## src/bslpc_pkg.sv

```systemverilog
// Shared types, constants and codes for the button press classifier.
`timescale 1ns / 1ps
`default_nettype none

package bslpc_pkg;

  // Field widths fixed by the interface
  localparam int CODE_W  = 4;
  localparam int DELTA_W = 16;
  localparam int CFG_W   = 32;
  localparam int Q_FRAC  = 12;
  localparam int PROG_W  = Q_FRAC + 1;
  localparam int CFG_IDX_W = 2;

  // Default parameter values
  localparam int DEF_TIME_BITS = 32;
  localparam int DEF_CODE_BITS = 4;

  // Register reset values
  localparam logic [CODE_W-1:0] RST_TARGET = CODE_W'(1);
  localparam logic [CFG_W-1:0]  RST_HOLD   = CFG_W'(1000);
  localparam logic [CFG_W-1:0]  RST_WINDOW = CFG_W'(300);

  // Register indexes
  typedef enum logic [CFG_IDX_W-1:0] {
    CFG_TARGET = 2'd0,
    CFG_HOLD   = 2'd1,
    CFG_WINDOW = 2'd2
  } cfg_idx_e;

  // Event codes
  typedef enum logic [1:0] {
    EV_NONE  = 2'd0,
    EV_SHORT = 2'd1,
    EV_LONG  = 2'd2
  } event_e;

  typedef struct packed {
    logic [CODE_W-1:0]  next_code;
    logic [DELTA_W-1:0] delta_ticks;
  } in_word_t;

  typedef struct packed {
    logic [1:0]        press_event;
    logic              in_long_press;
    logic [PROG_W-1:0] progress;
  } out_word_t;

  // Controller to datapath
  typedef struct packed {
    logic in_load;
    logic add;
    logic eval;
    logic div_step;
    logic out_load;
  } cmd_t;

  // Datapath to controller
  typedef struct packed {
    logic need_div;
  } sts_t;

endpackage

`default_nettype wire

```

## src/button_short_long_press_classifier.sv

```systemverilog
// Top level of the button short / long press classifier.
//
//  channel | direction | handshake              | word
//  --------+-----------+------------------------+----------------------------
//  in      | input     | in_valid_i / in_ready_o   | next_code, delta_ticks
//  out     | output    | out_valid_o / out_ready_i | press_event, in_long_press,
//          |           |                        | progress
//  cfg     | input     | cfg_we_i, no wait      | cfg_idx_i, cfg_wdata_i
//
// One word at a time: accept, add, evaluate, then a result load.
// While the target is held between window and hold, the Q12 progress comes
// from a restoring divider at one bit a cycle.
// Reset is asynchronous; no clearing pass, the block takes words at once.
// A result waits in the output register; the next word is taken meanwhile,
// and its result load stalls until the previous result has been taken.
`timescale 1ns / 1ps
`default_nettype none

module button_short_long_press_classifier import bslpc_pkg::*; #(
  parameter int TIME_BITS = DEF_TIME_BITS,
  parameter int CODE_BITS = DEF_CODE_BITS
) (
  input  wire logic                 clk_i,
  input  wire logic                 rst_ni,
  input  wire logic                 cfg_we_i,
  input  wire logic [CFG_IDX_W-1:0] cfg_idx_i,
  input  wire logic [CFG_W-1:0]     cfg_wdata_i,
  input  wire logic                 in_valid_i,
  output logic                      in_ready_o,
  input  wire in_word_t             in_data_i,
  output logic                      out_valid_o,
  input  wire logic                 out_ready_i,
  output out_word_t                 out_data_o
);

  cmd_t cmd;
  sts_t sts;

  // Sequencer
  bslpc_ctrl u_ctrl (
    .clk_i       (clk_i),
    .rst_ni      (rst_ni),
    .in_valid_i  (in_valid_i),
    .in_ready_o  (in_ready_o),
    .out_ready_i (out_ready_i),
    .out_valid_o (out_valid_o),
    .sts_i       (sts),
    .cmd_o       (cmd)
  );

  // State and arithmetic
  bslpc_datapath #(
    .TIME_BITS (TIME_BITS),
    .CODE_BITS (CODE_BITS)
  ) u_dp (
    .clk_i       (clk_i),
    .rst_ni      (rst_ni),
    .cfg_we_i    (cfg_we_i),
    .cfg_idx_i   (cfg_idx_i),
    .cfg_wdata_i (cfg_wdata_i),
    .in_data_i   (in_data_i),
    .cmd_i       (cmd),
    .sts_o       (sts),
    .out_data_o  (out_data_o)
  );

endmodule

`default_nettype wire

```

## src/bslpc_datapath.sv

```systemverilog
// Datapath: registers, press state, time update, compares and progress divider.
`timescale 1ns / 1ps
`default_nettype none

module bslpc_datapath import bslpc_pkg::*; #(
  parameter int TIME_BITS = DEF_TIME_BITS,
  parameter int CODE_BITS = DEF_CODE_BITS
) (
  input  wire logic                 clk_i,
  input  wire logic                 rst_ni,
  input  wire logic                 cfg_we_i,
  input  wire logic [CFG_IDX_W-1:0] cfg_idx_i,
  input  wire logic [CFG_W-1:0]     cfg_wdata_i,
  input  wire in_word_t             in_data_i,
  input  wire cmd_t                 cmd_i,
  output sts_t                      sts_o,
  output out_word_t                 out_data_o
);

  localparam int KeepBits = (CODE_BITS < CODE_W) ? CODE_BITS : CODE_W;
  localparam int CmpW     = (TIME_BITS > CFG_W) ? TIME_BITS : CFG_W;
  localparam int SumW     = ((TIME_BITS > DELTA_W) ? TIME_BITS : DELTA_W) + 1;

  // Configuration
  logic [KeepBits-1:0] target_q;
  logic [CFG_W-1:0]    hold_q;
  logic [CFG_W-1:0]    win_q;

  // Press state
  logic [KeepBits-1:0]  held_code_q;
  logic [TIME_BITS-1:0] held_time_q;
  logic                 fired_q;
  logic                 pending_q;

  // Latched word and intermediates
  logic [KeepBits-1:0]  code_q;
  logic [DELTA_W-1:0]   delta_q;
  logic [TIME_BITS-1:0] t_q;
  logic [CFG_W-1:0]     span_q;
  logic                 span_ok_q;
  logic                 held_gt_win_q;
  event_e               event_q;
  logic                 pend_out_q;
  logic                 top_q;
  logic [Q_FRAC-1:0]    quo_q;
  logic [CFG_W-1:0]     rem_q;
  out_word_t            out_q;

  // Add stage
  logic [SumW-1:0]      sum;
  logic [TIME_BITS-1:0] t_sat;
  logic [CFG_W:0]       span_diff;
  logic                 span_ok;
  logic                 held_gt_win;

  // Evaluate stage
  logic [CmpW:0]      tdiff;
  logic               t_ge_win;
  logic               t_gt_win;
  logic               t_gt_hold;
  logic [CFG_W-1:0]   num;
  logic               num_eq_span;
  logic               changed;
  logic               is_target;
  logic               held_is_target;
  logic               need_div;
  logic               pend_new;

  // Divider step
  logic [CFG_W:0]     rem_sh;
  logic [CFG_W+1:0]   rem_sub;
  logic               q_bit;

  // Configuration writes
  always_ff @(posedge clk_i or negedge rst_ni) begin
    if (!rst_ni) begin
      target_q <= RST_TARGET[KeepBits-1:0];
      hold_q   <= RST_HOLD;
      win_q    <= RST_WINDOW;
    end else if (cfg_we_i) begin
      case (cfg_idx_i)
        CFG_TARGET: target_q <= cfg_wdata_i[KeepBits-1:0];
        CFG_HOLD:   hold_q   <= cfg_wdata_i;
        CFG_WINDOW: win_q    <= cfg_wdata_i;
        default: ;
      endcase
    end
  end

  // Saturating time sum, window span
  always_comb begin
    sum         = SumW'(held_time_q) + SumW'(delta_q);
    t_sat       = (|sum[SumW-1:TIME_BITS]) ? '1 : sum[TIME_BITS-1:0];
    span_diff   = {1'b0, hold_q} - {1'b0, win_q};
    span_ok     = !span_diff[CFG_W] && (|span_diff[CFG_W-1:0]);
    held_gt_win = CmpW'(held_time_q) > CmpW'(win_q);
  end

  // Compares against window and hold
  always_comb begin
    tdiff          = {1'b0, CmpW'(t_q)} - {1'b0, CmpW'(win_q)};
    t_ge_win       = !tdiff[CmpW];
    t_gt_win       = t_ge_win && (|tdiff[CmpW-1:0]);
    t_gt_hold      = CmpW'(t_q) > CmpW'(hold_q);
    num            = tdiff[CFG_W-1:0];
    num_eq_span    = num == span_q;
    changed        = held_code_q != code_q;
    is_target      = code_q == target_q;
    held_is_target = held_code_q == target_q;
    need_div       = !changed && is_target && !fired_q && !t_gt_hold &&
                     span_ok_q && t_ge_win;
    pend_new       = pending_q || t_gt_win;
  end

  assign sts_o.need_div = need_div;

  // Restoring division, one quotient bit per step
  always_comb begin
    rem_sh  = {rem_q, 1'b0};
    rem_sub = {1'b0, rem_sh} - {2'b00, span_q};
    q_bit   = !rem_sub[CFG_W+1];
  end

  // Press state update
  always_ff @(posedge clk_i or negedge rst_ni) begin
    if (!rst_ni) begin
      held_code_q <= '0;
      held_time_q <= '0;
      fired_q     <= 1'b0;
      pending_q   <= 1'b0;
    end else if (cmd_i.eval) begin
      if (changed) begin
        held_code_q <= code_q;
        held_time_q <= '0;
        fired_q     <= 1'b0;
        pending_q   <= 1'b0;
      end else if (is_target && !fired_q) begin
        if (t_gt_hold) begin
          held_time_q <= '0;
          fired_q     <= 1'b1;
          pending_q   <= 1'b0;
        end else begin
          held_time_q <= t_q;
          pending_q   <= pend_new;
        end
      end
    end
  end

  // Word latch, intermediates, divider and result register
  always_ff @(posedge clk_i) begin
    if (cmd_i.in_load) begin
      code_q  <= in_data_i.next_code[KeepBits-1:0];
      delta_q <= in_data_i.delta_ticks;
    end
    if (cmd_i.add) begin
      t_q           <= t_sat;
      span_q        <= span_diff[CFG_W-1:0];
      span_ok_q     <= span_ok;
      held_gt_win_q <= held_gt_win;
    end
    if (cmd_i.eval) begin
      quo_q <= '0;
      rem_q <= (need_div && !num_eq_span) ? num : '0;
      if (changed) begin
        event_q    <= (held_is_target && !fired_q &&
                       !((win_q != '0) && held_gt_win_q)) ? EV_SHORT : EV_NONE;
        pend_out_q <= 1'b0;
        top_q      <= 1'b0;
      end else if (is_target && !fired_q) begin
        if (t_gt_hold) begin
          event_q    <= EV_LONG;
          pend_out_q <= 1'b0;
          top_q      <= 1'b1;
        end else begin
          event_q    <= EV_NONE;
          pend_out_q <= pend_new;
          top_q      <= need_div && num_eq_span;
        end
      end else begin
        event_q    <= EV_NONE;
        pend_out_q <= pending_q;
        top_q      <= 1'b0;
      end
    end
    if (cmd_i.div_step) begin
      rem_q <= q_bit ? rem_sub[CFG_W-1:0] : rem_sh[CFG_W-1:0];
      quo_q <= {quo_q[Q_FRAC-2:0], q_bit};
    end
    if (cmd_i.out_load) begin
      out_q.press_event   <= event_q;
      out_q.in_long_press <= pend_out_q;
      out_q.progress      <= {top_q, quo_q};
    end
  end

  assign out_data_o = out_q;

endmodule

`default_nettype wire

```

## src/bslpc_ctrl.sv

```systemverilog
// Controller: sequences add, evaluate, divide when needed and result load for each word.
`timescale 1ns / 1ps
`default_nettype none

module bslpc_ctrl import bslpc_pkg::*; (
  input  wire logic clk_i,
  input  wire logic rst_ni,
  input  wire logic in_valid_i,
  output logic      in_ready_o,
  input  wire logic out_ready_i,
  output logic      out_valid_o,
  input  wire sts_t sts_i,
  output cmd_t      cmd_o
);

  localparam int CntW = $clog2(Q_FRAC);

  typedef enum logic [2:0] {
    ST_IDLE,
    ST_ADD,
    ST_EVAL,
    ST_DIV,
    ST_LOAD
  } state_e;

  state_e          state_q;
  logic [CntW-1:0] cnt_q;
  logic            out_valid_q;

  // Commands decoded from state
  always_comb begin
    cmd_o.in_load  = (state_q == ST_IDLE) && in_valid_i;
    cmd_o.add      = state_q == ST_ADD;
    cmd_o.eval     = state_q == ST_EVAL;
    cmd_o.div_step = state_q == ST_DIV;
    cmd_o.out_load = (state_q == ST_LOAD) && (!out_valid_q || out_ready_i);
  end

  assign in_ready_o  = state_q == ST_IDLE;
  assign out_valid_o = out_valid_q;

  // State, step count and output valid
  always_ff @(posedge clk_i or negedge rst_ni) begin
    if (!rst_ni) begin
      state_q     <= ST_IDLE;
      cnt_q       <= '0;
      out_valid_q <= 1'b0;
    end else begin
      if (cmd_o.out_load) begin
        out_valid_q <= 1'b1;
      end else if (out_ready_i) begin
        out_valid_q <= 1'b0;
      end
      case (state_q)
        ST_IDLE: begin
          if (in_valid_i) state_q <= ST_ADD;
        end
        ST_ADD: begin
          state_q <= ST_EVAL;
        end
        ST_EVAL: begin
          cnt_q   <= '0;
          state_q <= sts_i.need_div ? ST_DIV : ST_LOAD;
        end
        ST_DIV: begin
          if (cnt_q == CntW'(Q_FRAC - 1)) begin
            state_q <= ST_LOAD;
          end else begin
            cnt_q <= cnt_q + 1'b1;
          end
        end
        ST_LOAD: begin
          if (cmd_o.out_load) state_q <= ST_IDLE;
        end
        default: state_q <= ST_IDLE;
      endcase
    end
  end

endmodule

`default_nettype wire

```

## config.mk

```make
export PLATFORM = sky130hd
export DESIGN_NAME = button_short_long_press_classifier
export DESIGN_NICKNAME = d
export VERILOG_FILES = /design/src/bslpc_pkg.sv /design/src/button_short_long_press_classifier.sv /design/src/bslpc_datapath.sv /design/src/bslpc_ctrl.sv
export SDC_FILE = /design/constraint.sdc
export NUM_CORES = 1
export LEC_CHECK = 0
export BUFFER_PORTS_ARGS = -buffer_cell sky130_fd_sc_hd__buf_2
export CORE_ASPECT_RATIO = 0.5
export CORE_MARGIN = 2
export CORE_UTILIZATION = 55
export CTS_CLUSTER_DIAMETER = 150
export DETAILED_ROUTE_END_ITERATION = 10
export PLACE_DENSITY = 0.81
export SETUP_SLACK_MARGIN = 0.1
export SLEW_MARGIN = 20
export SYNTH_ARGS = -nofsm -noshare
export SYNTH_HDL_FRONTEND = slang
export SYNTH_HIERARCHICAL = 1
export SYNTH_SLANG_ARGS = --single-unit
export TNS_END_PERCENT = 5
```

## constraint.sdc

```tcl
create_clock -name clk_i -period 9.2 [get_ports clk_i]
set_clock_uncertainty 0.05 [all_clocks]
set_input_delay 1.84 -clock clk_i [delete_from_list [all_inputs] [get_ports clk_i]]
set_output_delay 1.84 -clock clk_i [all_outputs]
set_load 0.02 [all_outputs]
```

* After elaboration in Yosys (flattened, before gate mapping)
Index checks and enable logic that the tools add are counted.
** Word-level totals
- Flip-flop bits (word level) :: 264
- Output and inout bits :: 18
- Logic and storage cells :: 120
** Cells by class
- Add/sub/neg operators :: 5
- Magnitude comparators :: 2
- Equal/unequal tests :: 15
- Mux-type cells :: 29
- Bitwise gates (word level) :: 1
- Reduce and logical (&&, ||, !) cells :: 44
** Operators with widths (number)
- 2-to-1 mux 32 bit :: 7
- subtractor 32 x 32 -> 33 bit :: 2
- greater-than comparator 32 bit :: 2
- OR reduction 32 bit :: 2
- subtractor 33 x 32 -> 34 bit :: 1
- adder 32 x 16 -> 33 bit :: 1
- == test 32 bit :: 1
- nonzero test 32 bit :: 1
- 2-to-1 mux 12 bit :: 2
- logical AND 1 bit :: 15
- one-hot mux 3 bit (5 select lines) :: 1
- 2-to-1 mux 3 bit :: 4
- AND reduction 2 bit :: 6
- 2-to-1 mux 1 bit :: 10
- logical NOT 1 bit :: 9
- == test 4 bit :: 2
- one-hot mux 4 bit (2 select lines) :: 1
- nonzero test 2 bit :: 4
- == test 3 x 2 -> 1 bit, second input constant :: 2
- 2-to-1 mux 2 bit :: 3
- inequality test 2 bit, second input constant :: 3
- AND reduction 3 bit :: 2
- adder 4 x 1 -> 4 bit, second input constant :: 1
- == test 4 bit, second input constant :: 1
- 12 further kinds :: 13

* Longest topological paths before layout
Gate-level depths: netlist (run 1).
- Word-level depth :: 11
- Depth in mapped cells :: 16

* Hierarchy
The synthesis (run 1) kept the hierarchy.
** By module, submodules not included
- bslpc_datapath :: instances 1, cells each 1935, area each 18659.1 µm², seq. area each 7170.6 µm²
- bslpc_ctrl :: instances 1, cells each 47, area each 479.2 µm², seq. area each 200.2 µm²

* Least setup slack after synthesis (run 1)
No wires, ideal clock.
- Kind :: reg-to-reg
- From :: register u_ctrl.state_q[0]
- To :: register u_dp.held_gt_win_q (enable)
- Library setup time :: 0.585 ns
- Data arrival time :: 5.327 ns
- Required time :: 8.565 ns
- Setup slack :: 3.239 ns
- Stages on the path, launching flop included :: 3
- Path buffers :: 1
- Cell sequence :: dfrtp_1 > buf_6 > nor3b_1
** RTL lines
- start: declaration :: line bslpc_ctrl.sv:26 : state_e state_q;
- start signal: assignment :: line bslpc_ctrl.sv:63 : state_q <= sts_i.need_div ? ST_DIV : ST_LOAD;
- end signal: assignment :: line bslpc_datapath.sv:160 : held_gt_win_q <= held_gt_win;
- end: declaration :: line bslpc_datapath.sv:41 : logic held_gt_win_q;

* Worst setup path in the final report (run 1)
- From :: register u_dp.t_q[0]
- To :: register u_dp.rem_q[5], data pin
** On the way
- Longest elaborated chain between the ends :: 9
- Elaborated cells on any way between the ends :: 13
** Ends and longest elaborated chain
- start: declaration :: line bslpc_datapath.sv:38 : logic [TIME_BITS-1:0] t_q;
- start signal: assignment :: line bslpc_datapath.sv:157 : t_q <= t_sat;
- branches (longest 6 deep; another with subtractor 32 x 32 -> 33 bit)
- 2-to-1 mux 32 bit (*) :: line bslpc_datapath.sv:164 : rem_q <= (need_div && !num_eq_span) ? num : '0;
- 2-to-1 mux 32 bit (*) :: line bslpc_datapath.sv:162 : if (cmd_i.eval) begin
- 2-to-1 mux 32 bit (*) :: line bslpc_datapath.sv:186 : if (cmd_i.div_step) begin
- end signal: assignment :: line bslpc_datapath.sv:164
- end signal: assignment :: line bslpc_datapath.sv:187 : rem_q <= q_bit ? rem_sub[CFG_W-1:0] : rem_sh[CFG_W-1:0];
- end: declaration :: line bslpc_datapath.sv:46 : logic [CFG_W-1:0] rem_q;
Mark *: on every way between the ends. The select of a mux whose other input is x is not followed.
A chain may end at the register's enable or synchronous reset.

==> results of run 1 <==
==> through the flow <==
| stage | utilization [%] | instance area (um2) |
|---|---|---|
| after global routing | 60.4 | 20800 |
| after CTS | 60.4 | 20700 |
| after global placement | 57.9 | 19900 |
| final | 60.4 | 20800 |
| after floorplan | - | 19100 |
| after detailed placement | 57.9 | 19900 |
==> state kept, by name, summed over array words and instances, names as in the netlist <==
register            cells
u_dp/t_q               32
u_dp/pending_q          1
u_dp/held_gt_win_q      1
u_dp/span_q            32
u_dp/fired_q            1
u_dp/out_data_o        16
u_dp/code_q             4
u_dp/rem_q             32
u_dp/delta_q           16
u_ctrl/state_q          3
u_ctrl/cnt_q            4
u_dp/top_q              1
u_ctrl/out_valid_o      1
u_dp/held_code_q        4
u_dp/win_q             32
u_dp/pend_out_q         1
u_dp/held_time_q       32
u_dp/event_q            2
u_dp/quo_q             12
u_dp/span_ok_q          1
u_dp/hold_q            32
u_dp/target_q           4
==> cells in the final DEF, fill, tap and decap left out, types with 38 or more instances in the layout <==
cell type	Yosys	layout
edfxtp_1	150	150
o21ai_0	120	120
a21o_1	44	44
a21oi_1	113	113
ha_1	177	177
nor2_1	86	86
buf_2	0	75
xnor2_1	88	88
dfrtp_1	103	103
nand3_1	52	52
nand4_1	38	38
inv_1	141	141
mux2_2	85	85
nor3_1	39	39
nand2_1	212	212
xor2_1	43	43
==> power by group <==
group          switching [uW]  total [uW]  internal (uW)
sequential                319        2040           1720
clock                     489        1090            598
combinational            2450        3930           1480
==> final timing paths <==
check / end / start
setup / recovery: u_dp/rem_q[5] / u_dp/t_q[0]
hold / removal: u_dp/out_data_o[11] / u_dp/quo_q[11]
setup reg to reg: u_dp/rem_q[5] / u_dp/t_q[0]
hold reg to reg: u_dp/out_data_o[11] / u_dp/quo_q[11]
max in group asynchronous: u_ctrl/cnt_q[3] / rst_ni
min in group asynchronous: u_dp/hold_q[0] / rst_ni
==> routing by layer <==
| layer | GRT usage [%] | vias up |
|---|---|---|
| met5 | 0 | - |
| met4 | 8.78 | 0 |
| met3 | 5.87 | 103 |
| met2 | 41.7 | 758 |
| met1 | 44.5 | 7532 |
| li1 | - | 7397 |
==> cells by family (layout without fill, tap and decap cells) <==
group	count (synthesis)	count (layout)	share of synthesized area [%]
flops	264	264	38.5
buf+inv	203	275	4.43
xor+xnor	132	132	6.08
compound gates	502	502	17.7
mux	91	91	5.32
fa+ha+maj	181	181	12.0
simple gates	609	609	16.0
==> layout make-up <==
class / instances / area share [%]
Tap cell: 475 / 2.86
Multi-Input combinational cell: 1515 / 52.7
Sequential cell: 264 / 35.5
Clock inverter: 11 / 0.579
Inverter: 141 / 2.55
Clock buffer: 36 / 3.56
Timing Repair Buffer: 87 / 2.24
==> metrics.txt, run 1 <==
number of different library cells in the post-synthesis netlist=95; Synthesis Warnings=6; Critical Path Source Type=flip-flop; final setup fails=0; largest net degree at the start of global routing=67; worst stage delay on the critical path=roughly 0.55 ns; worst-case setup slack after placement=roughly 4.0 ns; die outline height=about 140 um; cell total after placement=roughly 2500; number of antenna-violating nets in the routed design=0; max layer used=met4; number of post-CTS setup repair buffers=0; critical path peak fanout=31; critical path data required time=~9.4 ns; synthesized area=around 19000 um2; RSZ-0062 raised after global routing=no; dominant synthesized flop cell=edfxtp_1; root cell of the clock tree=clkbuf_16; number of clock buffers inserted by TritonCTS=26; synthesis-stage register bit count=264; total track usage=29.3%; highest ir drop seen on vdd=between 0.15 and 0.2 mV; Post-CTS Hold Buffers=0; share of final-layout standard cells stronger than drive strength 1=~14%; net count after synthesis=2222; worst-case hold slack=approximately 0.38 ns; result of the run=finished clean; number of placed I/O pins=77; met1 WL=approximately 25000 um; cell repeated most along the worst path=inv_1; min cycle time layout=roughly 5.3 ns; count of pins over their slew limit=0; width of the die=~270 um; cell depth of the worst min-delay path=0; asr flop ratio synth=between 40% and 50%; Crit path depth=16; depth of the worst register-to-register path=16; GRT overflow=0; first drt pass iteration count=6; cell accounting for the most synthesized area=edfxtp_1; gate count of the mapped netlist=between 1500 and 2000; Max Root-Sink Buffers=3; worst endpoint data arrival time=approximately 5.5 ns; Crit path max-delay family=compound AO/OA/AOI/OAI gates; Register-to-Register Setup Slack=approximately 4 ns; post-synthesis to final-layout area growth=8.43%; Crit. End Element=flip-flop; routed length on met3=around 5500 um; area occupied by multi-input gates=10900 um2; Buf+Inv Stages, Crit Path=3; area taken by flip-flops and latches=~7400 um2; wire length of the first global-routing pass=slightly above 80000 um; total negative slack=0 ns; Via Count=15800; detailed-route wire length=about 53000 um; sequential fraction of the synthesis area=about 39%; final std cells w/o fill=2529; post-synth top area share=a little under a quarter; clock tree from TritonCTS=built; Synth area leaders=edfxtp_1, dfrtp_1, ha_1; standard cell core area=~34000 um2; relative slew slack=between 20% and 30%; cell at the slowest stage of the critical path=or4b_4; final hold violation count=0; half-perimeter wire length of the detailed placement result=around 42000 um; Hold/Removal Path Class=flip-flop to flip-flop; Filler Cell Count=between 2000 and 3000; number of nets in the finished design=around 2300; detailed route wirelength on metal2=around 21000 um; Initial Utilization=a little under three fifths; slew at the pin closest to its max-slew limit=1.07 ns; clock insertion delay at the later pin of the skew report=approximately 0.58 ns; maximum clock frequency=189 MHz; antenna violations before repair=1; leakage=0.00877 uW; leading cell types by count after synthesis=nand2_1, ha_1, edfxtp_1; worst setup slack after layout=between 3 and 4 ns; average routed wire per standard cell=~21 um; number of global-route vias before repair=approximately 15000; cell chain of the critical path=inv_1, ha_1, inv_1, fa_1, a211o_2, a211oi_2, a21boi_1, a311oi_2, o21a_1, xor2_1, xnor2_1, a311o_1, or4b_4, o41ai_4, buf_4, o21ai_0; post-CTS sizing=0; dominant cell by count in the synthesized netlist=nand2_1; number of DRC markers in iteration 0=about 1900; Crit Path Class=flip-flop to flip-flop; DRC violations left=0; Clock Sinks=264; area enclosed by the die boundary=approximately 36000 um2; via/cell ratio=about 6.2; EDFF count, synth=150; diodes inserted=0; number of I/O port buffers=76; power per cell area=about 340 nW/um2; H-tree depth=1; routability congestion estimate=roughly 1.0; clock slew seen by the registers of the worst setup and hold paths=around 0.07 ns; Overall Power=a little over 7000 uW; max-cap violations=0; final clock period utilization by the worst path=between 50% and 60%; number of core rows=between 40 and 50; Mean Syn Cell Area=between 9 and 10 um2
Note: power is estimated with default switching activity, not from simulation.
==> inputs of run 2 (changes only) <==
- PLACE_DENSITY: 0.81 -> 0.84
- clock period: 9.2 -> 4.4 ns (I/O delays scaled with it)
==> metrics.txt, run 2 (synthesis gave the netlist of run 1 again) <==
result of the run=finished with violations; violated checks=negative setup slack; Hold/Removal Path Class=input port to asynchronous set/reset pin; detailed-route wire length=57900 um (+8.7%); Clock Sinks=264 (unchanged); commonest non-fill, non-tap cells in the layout=nand2_1, buf_4, ha_1; H-tree depth=1 (unchanged); width of the die=268 um (unchanged); worst stage delay on the critical path=0.54 ns (about the same); critical path peak fanout=15 (-52%); number of clock buffers inserted by TritonCTS=26 (unchanged); final setup fails=31 (+31); critical path data required time=4.65 ns (-4.78 ns); Initial Utilization=55.7% (unchanged); wire length of the first global-routing pass=88400 um (+7.6%); average routed wire per standard cell=21.3 um (+1.0%); largest net degree at the start of global routing=67 (unchanged); DRC violations left=0 (unchanged); diodes inserted=0 (unchanged); leakage=0.00978 uW (+12%); number of antenna-violating nets in the routed design=0 (unchanged); clock insertion delay at the later pin of the skew report=0.59 ns (about the same); Crit Path Class=flip-flop to flip-flop; RSZ-0062 raised after global routing=yes; cell at the slowest stage of the critical path=or4b_4; routability congestion estimate=0.979 (-3.7%); antenna violations before repair=0 (-1); standard cell core area=34400 um2 (unchanged); Critical Path Source Type=flip-flop; final clock period utilization by the worst path=108% (+51 points); number of I/O port buffers=76 (unchanged); Via Count=16800 (+6.6%); area enclosed by the die boundary=36400 um2 (unchanged); first drt pass iteration count=6 (unchanged); highest ir drop seen on vdd=0.416 mV (+160%); number of DRC markers in iteration 0=1827 (-4.8%); count of pins over their slew limit=0 (unchanged); final design instance area without fill=22500 um2 (+8.2%); share of final-layout standard cells stronger than drive strength 1=22.0% (+8.1 points); cell repeated most along the worst path=inv_1; number of core rows=48 (unchanged); relative slew slack=27.4% (-0.65 points); worst-case setup slack after placement=-0.282 ns (-4.25 ns); most common cell after layout, fill and taps aside=nand2_1; Max Root-Sink Buffers=3 (unchanged); worst-case hold slack=0.308 ns (-0.0714 ns); Overall Power=16200 uW (+130%); via/cell ratio=6.19 (-0.92%); max-cap violations=0 (unchanged); Crit. End Element=flip-flop; number of global-route vias before repair=16000 (+9.4%); clock tree from TritonCTS=built; worst setup slack after layout=-0.362 ns (-4.27 ns); root cell of the clock tree=clkbuf_16; post-synthesis to final-layout area growth=17.4%; cell chain of the critical path=inv_1, ha_1, inv_1, fa_2, a211o_2, a211oi_4, a21boi_1, a311oi_2, o21a_1, xor2_2, xnor2_1, a311o_1, or4b_4, o41ai_4, bufbuf_16, o21ai_2; placement-stage cell area=21300 um2 (+7.2%); clock slew seen by the registers of the worst setup and hold paths=0.07 ns (about the same); final hold violation count=0 (unchanged); power per cell area=723 nW/um2 (+110%); maximum clock frequency=210 MHz (+11%); die outline height=136 um (unchanged); number of placed I/O pins=77 (unchanged); number of nets in the finished design=2466 (+8.4%); total track usage=31.6% (+2.4 points); total negative slack=-10.31 ns (-10.31 ns); GRT overflow=0 (unchanged); half-perimeter wire length of the detailed placement result=45100 um (+8.0%); slew at the pin closest to its max-slew limit=1.09 ns (+0.0196 ns); min cycle time layout=4.76 ns (-0.530 ns); worst endpoint data arrival time=5.01 ns (-0.51 ns)
[run 2: power breakdown]
group	switching (uW)	internal, uW	total [uW]
Clock	1050	1370	2420
Combinational	5510	4020	9530
Sequential	692	3600	4290
Total	7250	8990	16200
[run 2: what timing repair did]
item,in CTS,in global routing
setup buffers,2,2
hold buffers,0,0
cloned,1,1
pin swaps,5,9
gates resized for setup,9,15
setup endpoints to repair,35,38
[run 2: cell type report]
cell class	instances	area [um2]
Clock buffer	29	683
Clock inverter	19	240
Fill cell	2633	11900
Inverter	141	529
Multi-Input combinational cell	1515	11100
Sequential cell	264	7370
Tap cell	475	594
Timing Repair Buffer	278	1980
[run 2: worst paths after layout]
| check | startpoint | endpoint | slack [ns] | cells past startpoint |
|---|---|---|---|---|
| setup / recovery | u_dp/t_q[0] | u_dp/rem_q[23] | -0.36 | 16 |
| min in group clk_i | u_dp/pend_out_q | u_dp/out_data_o[13] | 0.37 | 0 |
| hold reg to reg | u_dp/pend_out_q | u_dp/out_data_o[13] | 0.37 | 0 |
| max in group asynchronous | rst_ni | u_ctrl/cnt_q[1] | 3.17 | 2 |
| setup reg to reg | u_dp/t_q[0] | u_dp/rem_q[23] | -0.36 | 16 |
| hold / removal | rst_ni | u_dp/hold_q[1] | 0.31 | 1 |
[run 2: layer usage]
| layer | part of all wire, % | global-route usage, % | vias to the layer above |
|---|---|---|---|
| met3 | 11 | 6.77 | 119 |
| met1 | 44 | 46.0 | 8085 |
| met5 | 0 | 0 | - |
| met2 | 42 | 48.0 | 855 |
| li1 | - | - | 7774 |
| met4 | 2.7 | 8.13 | 0 |
[run 2: per-stage QoR]
stage,util (%),instances
3_3_place_gp,62.1,2667
2_1_floorplan,-,1982
5_1_grt,65.4,2721
3_5_place_dp,62.1,2667
6_report,65.4,2721
4_1_cts,65.0,2718
[run 2: critical path, delay by kind of cell, from the launching register on]
kind	cells	cell delay, ns
buffers and inverters	3	0.53
XOR/XNOR	2	0.31
AND/OR/NAND/NOR	1	0.54
adder cells (fa/ha/maj)	2	0.53
AO/OA/AOI/OAI	8	2.09
flip-flops	1	0.40
